===== config.mk =====
export PLATFORM = sky130hd
export DESIGN_NAME = heap_sort_descending_flat
export DESIGN_NICKNAME = d
export VERILOG_FILES = /design/src/sv/hsd_pkg.sv /design/src/sv/hsd_in_if.sv /design/src/sv/hsd_out_if.sv /design/src/sv/hsd_ram.sv /design/src/sv/hsd_seq.sv /design/src/sv/heap_sort_descending.sv /design/src/flat_wrapper.sv
export SDC_FILE = /design/constraint.sdc
export NUM_CORES = 2
export LEC_CHECK = 0
export CELL_PAD_IN_SITES_DETAIL_PLACEMENT = 0
export CELL_PAD_IN_SITES_GLOBAL_PLACEMENT = 1
export CORE_MARGIN = 2
export CORE_UTILIZATION = 36
export DETAILED_ROUTE_END_ITERATION = 10
export DONT_BUFFER_PORTS = 1
export GPL_TIMING_DRIVEN = 0
export PLACE_DENSITY_LB_ADDON = 0.1
export SYNTH_ARGS = -nofsm -noshare
export SYNTH_HDL_FRONTEND = slang
export SYNTH_HIERARCHICAL = 1
export SYNTH_SLANG_ARGS = --single-unit

===== constraint.sdc =====
create_clock -name clk -period 8.8 [get_ports clk]
set_input_delay 1.32 -clock clk [delete_from_list [all_inputs] [get_ports clk]]
set_output_delay 1.32 -clock clk [all_outputs]
set_load 0.1 [all_outputs]

===== src/sv/hsd_pkg.sv =====
// shared types, constants and the microcode table of the heap sort block
package hsd_pkg;

    localparam int KEY_W     = 24;
    localparam int TAG_W     = 16;
    localparam int DEPTH_DEF = 64;
    localparam int STEP_W    = 5;

    typedef logic [STEP_W-1:0] step_t;

    typedef struct packed {
        logic [KEY_W-1:0] key;
        logic [TAG_W-1:0] tag;
    } rec_t;

    // datapath operation of one microcode step
    typedef enum logic [3:0] {
        OP_NONE,
        OP_LOAD,
        OP_I_HALF,
        OP_BUILD_SETUP,
        OP_LD_CUR,
        OP_I_ALL,
        OP_LD_ROOT,
        OP_SWAP,
        OP_K_CLR,
        OP_EMIT,
        OP_FINISH,
        OP_PICK_L,
        OP_PICK_R,
        OP_WR_CUR
    } op_t;

    // memory read address select
    typedef enum logic [2:0] {
        ADDR_I_DEC,
        ADDR_ZERO,
        ADDR_LC,
        ADDR_RC,
        ADDR_K
    } addr_sel_t;

    // jump condition
    typedef enum logic [3:0] {
        COND_NEXT,
        COND_GOTO,
        COND_WAIT_LAST,
        COND_I_ZERO,
        COND_NO_LC,
        COND_MOVE,
        COND_BUSY,
        COND_MORE,
        COND_CALL,
        COND_RET
    } cond_t;

    typedef struct packed {
        op_t       op;
        addr_sel_t addr;
        cond_t     cond;
        step_t     target;
    } ucode_t;

    // datapath flags seen by the sequencer
    typedef struct packed {
        logic last_acc;
        logic i_zero;
        logic no_lc;
        logic move;
        logic busy;
        logic more;
    } status_t;

    localparam step_t ST_LOAD        = step_t'(0);
    localparam step_t ST_BUILD_INIT  = step_t'(1);
    localparam step_t ST_BUILD_TEST  = step_t'(2);
    localparam step_t ST_BUILD_CUR   = step_t'(3);
    localparam step_t ST_BUILD_BACK  = step_t'(4);
    localparam step_t ST_SORT_INIT   = step_t'(5);
    localparam step_t ST_SORT_TEST   = step_t'(6);
    localparam step_t ST_SORT_RD0    = step_t'(7);
    localparam step_t ST_SORT_SWAP   = step_t'(8);
    localparam step_t ST_SORT_BACK   = step_t'(9);
    localparam step_t ST_EMIT_INIT   = step_t'(10);
    localparam step_t ST_EMIT_RD     = step_t'(11);
    localparam step_t ST_EMIT_LD     = step_t'(12);
    localparam step_t ST_FINISH      = step_t'(13);
    localparam step_t ST_SIFT_TEST   = step_t'(14);
    localparam step_t ST_SIFT_PICK_L = step_t'(15);
    localparam step_t ST_SIFT_PICK_R = step_t'(16);
    localparam step_t ST_SIFT_END    = step_t'(17);

    // control store
    function automatic ucode_t ucode_rom(input step_t step);
        ucode_t w;
        case (step)
            ST_LOAD:        w = '{OP_LOAD,        ADDR_ZERO,  COND_WAIT_LAST, ST_LOAD};
            ST_BUILD_INIT:  w = '{OP_I_HALF,      ADDR_ZERO,  COND_NEXT,      ST_LOAD};
            ST_BUILD_TEST:  w = '{OP_BUILD_SETUP, ADDR_I_DEC, COND_I_ZERO,    ST_SORT_INIT};
            ST_BUILD_CUR:   w = '{OP_LD_CUR,      ADDR_ZERO,  COND_CALL,      ST_SIFT_TEST};
            ST_BUILD_BACK:  w = '{OP_NONE,        ADDR_ZERO,  COND_GOTO,      ST_BUILD_TEST};
            ST_SORT_INIT:   w = '{OP_I_ALL,       ADDR_ZERO,  COND_NEXT,      ST_LOAD};
            ST_SORT_TEST:   w = '{OP_NONE,        ADDR_ZERO,  COND_I_ZERO,    ST_EMIT_INIT};
            ST_SORT_RD0:    w = '{OP_LD_ROOT,     ADDR_I_DEC, COND_NEXT,      ST_LOAD};
            ST_SORT_SWAP:   w = '{OP_SWAP,        ADDR_ZERO,  COND_CALL,      ST_SIFT_TEST};
            ST_SORT_BACK:   w = '{OP_NONE,        ADDR_ZERO,  COND_GOTO,      ST_SORT_TEST};
            ST_EMIT_INIT:   w = '{OP_K_CLR,       ADDR_ZERO,  COND_NEXT,      ST_LOAD};
            ST_EMIT_RD:     w = '{OP_NONE,        ADDR_K,     COND_BUSY,      ST_EMIT_RD};
            ST_EMIT_LD:     w = '{OP_EMIT,        ADDR_ZERO,  COND_MORE,      ST_EMIT_RD};
            ST_FINISH:      w = '{OP_FINISH,      ADDR_ZERO,  COND_GOTO,      ST_LOAD};
            ST_SIFT_TEST:   w = '{OP_NONE,        ADDR_LC,    COND_NO_LC,     ST_SIFT_END};
            ST_SIFT_PICK_L: w = '{OP_PICK_L,      ADDR_RC,    COND_NEXT,      ST_LOAD};
            ST_SIFT_PICK_R: w = '{OP_PICK_R,      ADDR_ZERO,  COND_MOVE,      ST_SIFT_TEST};
            ST_SIFT_END:    w = '{OP_WR_CUR,      ADDR_ZERO,  COND_RET,       ST_LOAD};
            default:        w = '{OP_NONE,        ADDR_ZERO,  COND_GOTO,      ST_LOAD};
        endcase
        return w;
    endfunction

endpackage


===== src/sv/hsd_in_if.sv =====
// record input channel
interface hsd_in_if;
    logic                       valid;
    logic                       ready;
    logic [hsd_pkg::KEY_W-1:0]  count_key;
    logic [hsd_pkg::TAG_W-1:0]  word_tag;
    logic                       is_last;

    modport source (output valid, count_key, word_tag, is_last, input ready);
    modport sink   (input valid, count_key, word_tag, is_last, output ready);
endinterface


===== src/sv/hsd_out_if.sv =====
// sorted result channel
interface hsd_out_if;
    logic                       valid;
    logic                       ready;
    logic [hsd_pkg::KEY_W-1:0]  sorted_key;
    logic [hsd_pkg::TAG_W-1:0]  sorted_tag;
    logic                       last_out;
    logic                       overflowed;

    modport source (output valid, sorted_key, sorted_tag, last_out, overflowed, input ready);
    modport sink   (input valid, sorted_key, sorted_tag, last_out, overflowed, output ready);
endinterface


===== src/sv/hsd_ram.sv =====
// generic single write port, single read port ram with registered read
module hsd_ram #(
    parameter int WIDTH = 8,
    parameter int DEPTH = 16,
    localparam int AW   = (DEPTH > 1) ? $clog2(DEPTH) : 1
) (
    input  logic             clk,
    input  logic             we,
    input  logic [AW-1:0]    waddr,
    input  logic [WIDTH-1:0] wdata,
    input  logic [AW-1:0]    raddr,
    output logic [WIDTH-1:0] rdata
);

    logic [WIDTH-1:0] mem [DEPTH];

    always_ff @(posedge clk)
    begin
        if (we)
        begin
            mem[waddr] <= wdata;
        end
        rdata <= mem[raddr];
    end

endmodule


===== src/sv/hsd_seq.sv =====
// microcode sequencer: step counter, return register and control store
module hsd_seq (
    input  logic             clk,
    input  logic             rst_n,
    input  hsd_pkg::status_t status,
    output hsd_pkg::ucode_t  uword
);

    hsd_pkg::step_t step_reg, step_next;
    hsd_pkg::step_t ret_reg, ret_next;
    hsd_pkg::step_t step_inc;
    logic           take;

    assign uword    = hsd_pkg::ucode_rom(step_reg);
    assign step_inc = step_reg + hsd_pkg::step_t'(1);

    always_comb
    begin
        case (uword.cond)
            hsd_pkg::COND_NEXT:      take = 1'b0;
            hsd_pkg::COND_GOTO:      take = 1'b1;
            hsd_pkg::COND_WAIT_LAST: take = !status.last_acc;
            hsd_pkg::COND_I_ZERO:    take = status.i_zero;
            hsd_pkg::COND_NO_LC:     take = status.no_lc;
            hsd_pkg::COND_MOVE:      take = status.move;
            hsd_pkg::COND_BUSY:      take = status.busy;
            hsd_pkg::COND_MORE:      take = status.more;
            hsd_pkg::COND_CALL:      take = 1'b1;
            hsd_pkg::COND_RET:       take = 1'b1;
            default:                 take = 1'b0;
        endcase

        ret_next = ret_reg;
        if (uword.cond == hsd_pkg::COND_CALL)
        begin
            ret_next = step_inc;
        end

        if (!take)
        begin
            step_next = step_inc;
        end
        else if (uword.cond == hsd_pkg::COND_RET)
        begin
            step_next = ret_reg;
        end
        else
        begin
            step_next = uword.target;
        end
    end

    always_ff @(posedge clk or negedge rst_n)
    begin
        if (!rst_n)
        begin
            step_reg <= hsd_pkg::ST_LOAD;
            ret_reg  <= hsd_pkg::ST_LOAD;
        end
        else
        begin
            step_reg <= step_next;
            ret_reg  <= ret_next;
        end
    end

endmodule


===== src/sv/heap_sort_descending.sv =====
// heap sort block: loads records, sorts them by key with a min-heap, emits them descending
//
// usage
// - records: one transaction per record (count_key, word_tag, is_last). records are
//   taken one per cycle while the block is loading; is_last closes the set and
//   starts the sort. records past DEPTH are dropped and flag overflowed on the run
// - sorted: one transaction per stored record, largest key first, last_out on the
//   final one; overflowed is the same on every result of a run
// - work for a set of n records: a sift-down descends the heap one level at a time
//   and ends at a leaf or above one; the heap build runs n/2 sifts, the sort
//   phase runs n sifts, and emission reads and registers one result at a time;
//   the single read port of the record memory sets the pace
// - the input is not ready from the last record of a set until the finish step,
//   which follows the final result's emit step, is over; then the next set loads
// - a stalled receiver holds the output register and the sequencer waits in its
//   emit step; nothing is lost
// - reset (rst_n, asynchronous) empties the set and clears the overflow flag and
//   the output valid; the record memory is not cleared, only written entries are read
module heap_sort_descending #(
    parameter int DEPTH = hsd_pkg::DEPTH_DEF
) (
    input  logic         clk,
    input  logic         rst_n,
    hsd_in_if.sink       records,
    hsd_out_if.source    sorted
);

    localparam int AW = (DEPTH > 1) ? $clog2(DEPTH) : 1;
    localparam int CW = $clog2(DEPTH + 1);

    hsd_pkg::ucode_t  uword;
    hsd_pkg::status_t status;

    // record memory port
    logic              ram_we;
    logic [AW-1:0]     ram_waddr;
    hsd_pkg::rec_t     ram_wdata;
    logic [AW-1:0]     ram_raddr;
    hsd_pkg::rec_t     rd_rec;

    // set bookkeeping
    logic [CW-1:0]     count_reg, count_next;
    logic              ovf_reg, ovf_next;

    // heap walk registers
    logic [CW-1:0]     i_reg, i_next;
    logic [AW-1:0]     pos_reg, pos_next;
    logic [CW-1:0]     len_reg, len_next;
    hsd_pkg::rec_t     cur_reg, cur_next;
    hsd_pkg::rec_t     best_reg, best_next;
    logic [AW-1:0]     pick_reg, pick_next;
    logic [AW-1:0]     k_reg, k_next;

    // output register
    logic              out_valid_reg, out_valid_next;
    hsd_pkg::rec_t     out_rec_reg, out_rec_next;
    logic              out_last_reg, out_last_next;
    logic              out_ovf_reg, out_ovf_next;

    logic              in_acc;
    logic              room;
    hsd_pkg::rec_t     in_rec;
    logic [CW:0]       lc;
    logic [CW:0]       rc;
    logic              rc_ok;
    logic [CW-1:0]     i_dec;
    logic [CW-1:0]     k_inc;
    logic              take_r;
    hsd_pkg::rec_t     fin_rec;
    logic [AW-1:0]     fin_pick;

    hsd_seq u_seq (
        .clk    (clk),
        .rst_n  (rst_n),
        .status (status),
        .uword  (uword)
    );

    hsd_ram #(
        .WIDTH ($bits(hsd_pkg::rec_t)),
        .DEPTH (DEPTH)
    ) u_ram (
        .clk   (clk),
        .we    (ram_we),
        .waddr (ram_waddr),
        .wdata (ram_wdata),
        .raddr (ram_raddr),
        .rdata (rd_rec)
    );

    // input side: ready only in the load step
    assign records.ready = (uword.op == hsd_pkg::OP_LOAD);
    assign in_acc        = records.valid && records.ready;
    assign in_rec        = '{key: records.count_key, tag: records.word_tag};
    assign room          = count_reg < CW'(DEPTH);

    // heap index arithmetic
    assign lc    = ((CW + 1)'(pos_reg) << 1) | (CW + 1)'(1);
    assign rc    = lc + (CW + 1)'(1);
    assign rc_ok = rc < {1'b0, len_reg};
    assign i_dec = i_reg - CW'(1);
    assign k_inc = CW'(k_reg) + CW'(1);

    // right child compare against the winner of the left compare
    assign take_r   = rc_ok && (rd_rec.key < best_reg.key);
    assign fin_rec  = take_r ? rd_rec : best_reg;
    assign fin_pick = take_r ? rc[AW-1:0] : pick_reg;

    assign status.last_acc = in_acc && records.is_last;
    assign status.i_zero   = (i_reg == '0);
    assign status.no_lc    = lc >= {1'b0, len_reg};
    assign status.move     = (fin_pick != pos_reg);
    assign status.busy     = out_valid_reg && !sorted.ready;
    assign status.more     = (k_inc != count_reg);

    // read address select
    always_comb
    begin
        case (uword.addr)
            hsd_pkg::ADDR_I_DEC: ram_raddr = i_dec[AW-1:0];
            hsd_pkg::ADDR_ZERO:  ram_raddr = '0;
            hsd_pkg::ADDR_LC:    ram_raddr = lc[AW-1:0];
            hsd_pkg::ADDR_RC:    ram_raddr = rc[AW-1:0];
            hsd_pkg::ADDR_K:     ram_raddr = k_reg;
            default:             ram_raddr = '0;
        endcase
    end

    // datapath operations
    always_comb
    begin
        ram_we         = 1'b0;
        ram_waddr      = pos_reg;
        ram_wdata      = cur_reg;
        count_next     = count_reg;
        ovf_next       = ovf_reg;
        i_next         = i_reg;
        pos_next       = pos_reg;
        len_next       = len_reg;
        cur_next       = cur_reg;
        best_next      = best_reg;
        pick_next      = pick_reg;
        k_next         = k_reg;
        out_valid_next = out_valid_reg;
        out_rec_next   = out_rec_reg;
        out_last_next  = out_last_reg;
        out_ovf_next   = out_ovf_reg;

        // a taken result frees the output register
        if (sorted.valid && sorted.ready)
        begin
            out_valid_next = 1'b0;
        end

        case (uword.op)
            hsd_pkg::OP_LOAD:
            begin
                if (in_acc)
                begin
                    if (room)
                    begin
                        ram_we     = 1'b1;
                        ram_waddr  = count_reg[AW-1:0];
                        ram_wdata  = in_rec;
                        count_next = count_reg + CW'(1);
                    end
                    else
                    begin
                        ovf_next = 1'b1;
                    end
                end
            end
            hsd_pkg::OP_I_HALF:
            begin
                i_next = count_reg >> 1;
            end
            hsd_pkg::OP_BUILD_SETUP:
            begin
                pos_next = i_dec[AW-1:0];
                len_next = count_reg;
                i_next   = i_dec;
            end
            hsd_pkg::OP_LD_CUR:
            begin
                cur_next = rd_rec;
            end
            hsd_pkg::OP_I_ALL:
            begin
                i_next = count_reg;
            end
            hsd_pkg::OP_LD_ROOT:
            begin
                best_next = rd_rec;
            end
            hsd_pkg::OP_SWAP:
            begin
                // old root goes to the end of the region, old end is sifted from the root
                ram_we    = 1'b1;
                ram_waddr = i_dec[AW-1:0];
                ram_wdata = best_reg;
                cur_next  = rd_rec;
                pos_next  = '0;
                len_next  = i_dec;
                i_next    = i_dec;
            end
            hsd_pkg::OP_K_CLR:
            begin
                k_next = '0;
            end
            hsd_pkg::OP_EMIT:
            begin
                out_valid_next = 1'b1;
                out_rec_next   = rd_rec;
                out_last_next  = !status.more;
                out_ovf_next   = ovf_reg;
                if (status.more)
                begin
                    k_next = k_inc[AW-1:0];
                end
            end
            hsd_pkg::OP_FINISH:
            begin
                count_next = '0;
                ovf_next   = 1'b0;
            end
            hsd_pkg::OP_PICK_L:
            begin
                // strict less-than keeps the parent on ties
                if (rd_rec.key < cur_reg.key)
                begin
                    best_next = rd_rec;
                    pick_next = lc[AW-1:0];
                end
                else
                begin
                    best_next = cur_reg;
                    pick_next = pos_reg;
                end
            end
            hsd_pkg::OP_PICK_R:
            begin
                // smaller child moves up, the sifted record follows down
                if (status.move)
                begin
                    ram_we    = 1'b1;
                    ram_waddr = pos_reg;
                    ram_wdata = fin_rec;
                    pos_next  = fin_pick;
                end
            end
            hsd_pkg::OP_WR_CUR:
            begin
                ram_we    = 1'b1;
                ram_waddr = pos_reg;
                ram_wdata = cur_reg;
            end
            default:
            begin
            end
        endcase
    end

    always_ff @(posedge clk or negedge rst_n)
    begin
        if (!rst_n)
        begin
            count_reg     <= '0;
            ovf_reg       <= 1'b0;
            out_valid_reg <= 1'b0;
        end
        else
        begin
            count_reg     <= count_next;
            ovf_reg       <= ovf_next;
            out_valid_reg <= out_valid_next;
        end
    end

    always_ff @(posedge clk)
    begin
        i_reg        <= i_next;
        pos_reg      <= pos_next;
        len_reg      <= len_next;
        cur_reg      <= cur_next;
        best_reg     <= best_next;
        pick_reg     <= pick_next;
        k_reg        <= k_next;
        out_rec_reg  <= out_rec_next;
        out_last_reg <= out_last_next;
        out_ovf_reg  <= out_ovf_next;
    end

    assign sorted.valid      = out_valid_reg;
    assign sorted.sorted_key = out_rec_reg.key;
    assign sorted.sorted_tag = out_rec_reg.tag;
    assign sorted.last_out   = out_last_reg;
    assign sorted.overflowed = out_ovf_reg;

    // the set never grows past the memory
    a_count_bound: assert property (@(posedge clk) disable iff (!rst_n)
        int'(count_reg) <= DEPTH)
        else $error("record count past depth");

    // every memory write lands inside the memory
    a_waddr_bound: assert property (@(posedge clk) disable iff (!rst_n)
        ram_we |-> (int'(ram_waddr) < DEPTH))
        else $error("memory write out of range");

    // a closing record stops loading until the run is out
    a_last_stops_load: assert property (@(posedge clk) disable iff (!rst_n)
        (records.valid && records.ready && records.is_last) |=> !records.ready)
        else $error("input still ready after last record");

    // a result is only loaded into a free output register
    a_no_overwrite: assert property (@(posedge clk) disable iff (!rst_n)
        (uword.op == hsd_pkg::OP_EMIT) |-> !out_valid_reg)
        else $error("pending result overwritten");

endmodule

===== src/flat_wrapper.sv =====
// flat-port wrapper written by rule: the top's interface ports become plain ports
module heap_sort_descending_flat 
#(
    parameter int DEPTH = hsd_pkg::DEPTH_DEF
)
  (clk, rst_n, records_valid, records_count_key, records_word_tag, records_is_last, records_ready, sorted_valid, sorted_sorted_key, sorted_sorted_tag, sorted_last_out, sorted_overflowed, sorted_ready);
  hsd_in_if records_i ();
  hsd_out_if sorted_i ();
  input  logic clk;
  input  logic rst_n;
  input wire logic [$bits(records_i.valid)-1:0] records_valid;
  input wire logic [$bits(records_i.count_key)-1:0] records_count_key;
  input wire logic [$bits(records_i.word_tag)-1:0] records_word_tag;
  input wire logic [$bits(records_i.is_last)-1:0] records_is_last;
  output wire logic [$bits(records_i.ready)-1:0] records_ready;
  output wire logic [$bits(sorted_i.valid)-1:0] sorted_valid;
  output wire logic [$bits(sorted_i.sorted_key)-1:0] sorted_sorted_key;
  output wire logic [$bits(sorted_i.sorted_tag)-1:0] sorted_sorted_tag;
  output wire logic [$bits(sorted_i.last_out)-1:0] sorted_last_out;
  output wire logic [$bits(sorted_i.overflowed)-1:0] sorted_overflowed;
  input wire logic [$bits(sorted_i.ready)-1:0] sorted_ready;
  assign records_i.valid = records_valid;
  assign records_i.count_key = records_count_key;
  assign records_i.word_tag = records_word_tag;
  assign records_i.is_last = records_is_last;
  assign records_ready = records_i.ready;
  assign sorted_valid = sorted_i.valid;
  assign sorted_sorted_key = sorted_i.sorted_key;
  assign sorted_sorted_tag = sorted_i.sorted_tag;
  assign sorted_last_out = sorted_i.last_out;
  assign sorted_overflowed = sorted_i.overflowed;
  assign sorted_i.ready = sorted_ready;
  heap_sort_descending #(.DEPTH(DEPTH)) u_core (.clk(clk), .rst_n(rst_n), .records(records_i), .sorted(sorted_i));
endmodule

==> flow_summary.ini <==
[global_route]
antenna_found_initial = 24
track_usage_pct = 22.95
grt_max_degree = 65
grt_first_pass_wirelength_um = 487400
first_global_vias = 57430
grt_overflow = 0

[floorplan]
chipWidth_um = 555.5
ios = 89
die_height_um = 555.5
rows = 202
dieArea_mm2 = 0.3086
initial_core_util_pct = 36.17
core_area_mm2 = 0.3028

[clocking]
clk_pin_slew_worst_paths_ps = 60
cts_tree = built
cts_inserted_buffers = 313
cts_max_path_buffers = 4
cts_sinks = 2773
root_buffer = clkbuf_16
cts_max_level = 5
insertion_delay_ps = 910

[logic_synthesis]
synth_nets = 5401
yosys_warnings = 6
syn-cell-area_mm2 = 0.1095
syn_avg_cell_area_um2 = 20.71
syn_inst = 5287

[placement]
place_congestion = 0.8133
dp_hpwl_um = 249200
io_buffers = 0
dpl_cell_area_mm2 = 0.1195
dp.cells = 9469

[detailed_routing]
post_drt_wl_per_cell_um = 35.53
drc = 0
avgViaCountPerCell = 5.699
first_iter_violations = 6437
routed_wl_um = 357800
firstDrtPassIters = 5
via_count = 57389
drtAntennaViolNets = 0

[setup_path]
path_cells = buf_6 -> clkbuf_1 -> clkbuf_1 -> nand2_1 -> o21ai_0 -> nor2_1 -> a311oi_1 -> buf_2 -> nand3_2 -> inv_1 -> and2_1 -> buf_2 -> clkbuf_1 -> clkbuf_1 -> o21bai_1 -> a221o_1 -> clkbuf_1 -> or3_1 -> clkbuf_1 -> nor2_4 -> buf_12
worstPathMaxFanout = 22
rr_worst_depth = 21
reg2reg_to = u_core/u_ram/mem[0][24]
regToRegSetupSlack_ps = 490
cp_slowest_cell = nor2_4
cp_data_required_time_ps = 9370
max_stage_delay_ps = 920
cp_top_family = buffers and inverters
worst-path-buf-inv = 11
worstSetupStartpointType = register
cp.depth = 21
crit_top_cell = clkbuf_1
crit_type = register to register
critPathArrivalTime_ps = 8880
timing.rr.start = u_core/u_seq/step_reg[3]
endpoint_kind = register

[sta]
skew_ps = 52.32
finalCritPeriodShare_pct = 94.45
setup_viol = 0
finalSetupTns_ps = 0
period_needed_ps = 8311
worst_pin_slew_ps = 1592
hold_viol = 0
rsz0062_at_grt = no
slew_viol_final = 22
relSlewSlack_pct = -7.116
fmax_mhz = 120.3

[layout]
largest_register_ffs = 2560
final_cell_mix = 2714 x edfxtp_1, 608 x mux4_2, 316 x clkbuf_16, 180 x clkbuf_1, 172 x mux2i_1
layout-drive-gt1-share_pct = 27.54
mostFrequentLayoutCell = edfxtp_1
top_register = u_core/u_ram/mem
nFillCells = 26311
fin_nets = 5947
postLayoutCellArea_mm2 = 0.1298
final_cells = 10070
areaGrowthSynthToFinish_pct = 18.55

[status]
outcome = finished, violations left
violations = max-capacitance violations, max-slew violations

[worst_hold_path]
worstHoldPathType = input port to asynchronous set/reset pin

[job]
max_cap_viol_count = 3
## routing by layer
layer	up-vias	wire length, um	track usage, %
li1	23478	-	-
met1	31634	156700	32.52
met2	1859	171400	37.32
met3	408	19090	2.988
met4	10	10520	6.172
met5	-	70	0
## worst max-delay path by stage
| stage | start | endpoint | slack (ps) |
|---|---|---|---|
| global route | u_core/u_seq/step_reg[3] | u_core/u_ram/mem[43][23] | 7 |
| finish | u_core/u_seq/step_reg[3] | u_core/u_ram/mem[0][24] | 490 |
| detailed placement | u_core/u_seq/step_reg[3] | u_core/u_ram/mem[39][36] | 570 |
| CTS | u_core/u_seq/step_reg[3] | u_core/u_ram/mem[39][27] | 540 |
| floorplan | u_core/u_seq/step_reg[3] | u_core/u_ram/mem[48][0] | 750 |
| global placement | u_core/u_seq/step_reg[3] | u_core/u_ram/mem[48][17] | -6240 |
## stage by stage
stage                     setup WS, ps  util, %  hold WS, ps
after CTS                        539.2    42.77        53.58
final                            488.8    42.88        138.6
after global routing             6.734    42.87        75.07
after detailed placement         574.6    39.48        443.1
after floorplan                  754.0        -        425.4
after global placement           -6241    37.81        441.4
## final cells by class
type,count,area [um^2],share of cell area (%)
multi-input combinational,2127,26030,20.05
sequential,2773,82770,63.76
buffer,315,1602,1.234
timing repair buffer,231,4179,3.219
clock buffer,381,8222,6.333
inverter,72,270.3,0.2082
antenna,9,22.52,0.01735
clock inverter,184,1750,1.348
tap,3978,4977,3.834
## repair_timing
action	4_1_cts	5_1_grt
setup endpoints to repair	0	49
buffers inserted	0	26
resized for setup	0	0
hold buffers	0	0
Power is not shown: default switching activity piles up to over one toggle a cycle in this logic, so the estimate is an artifact.
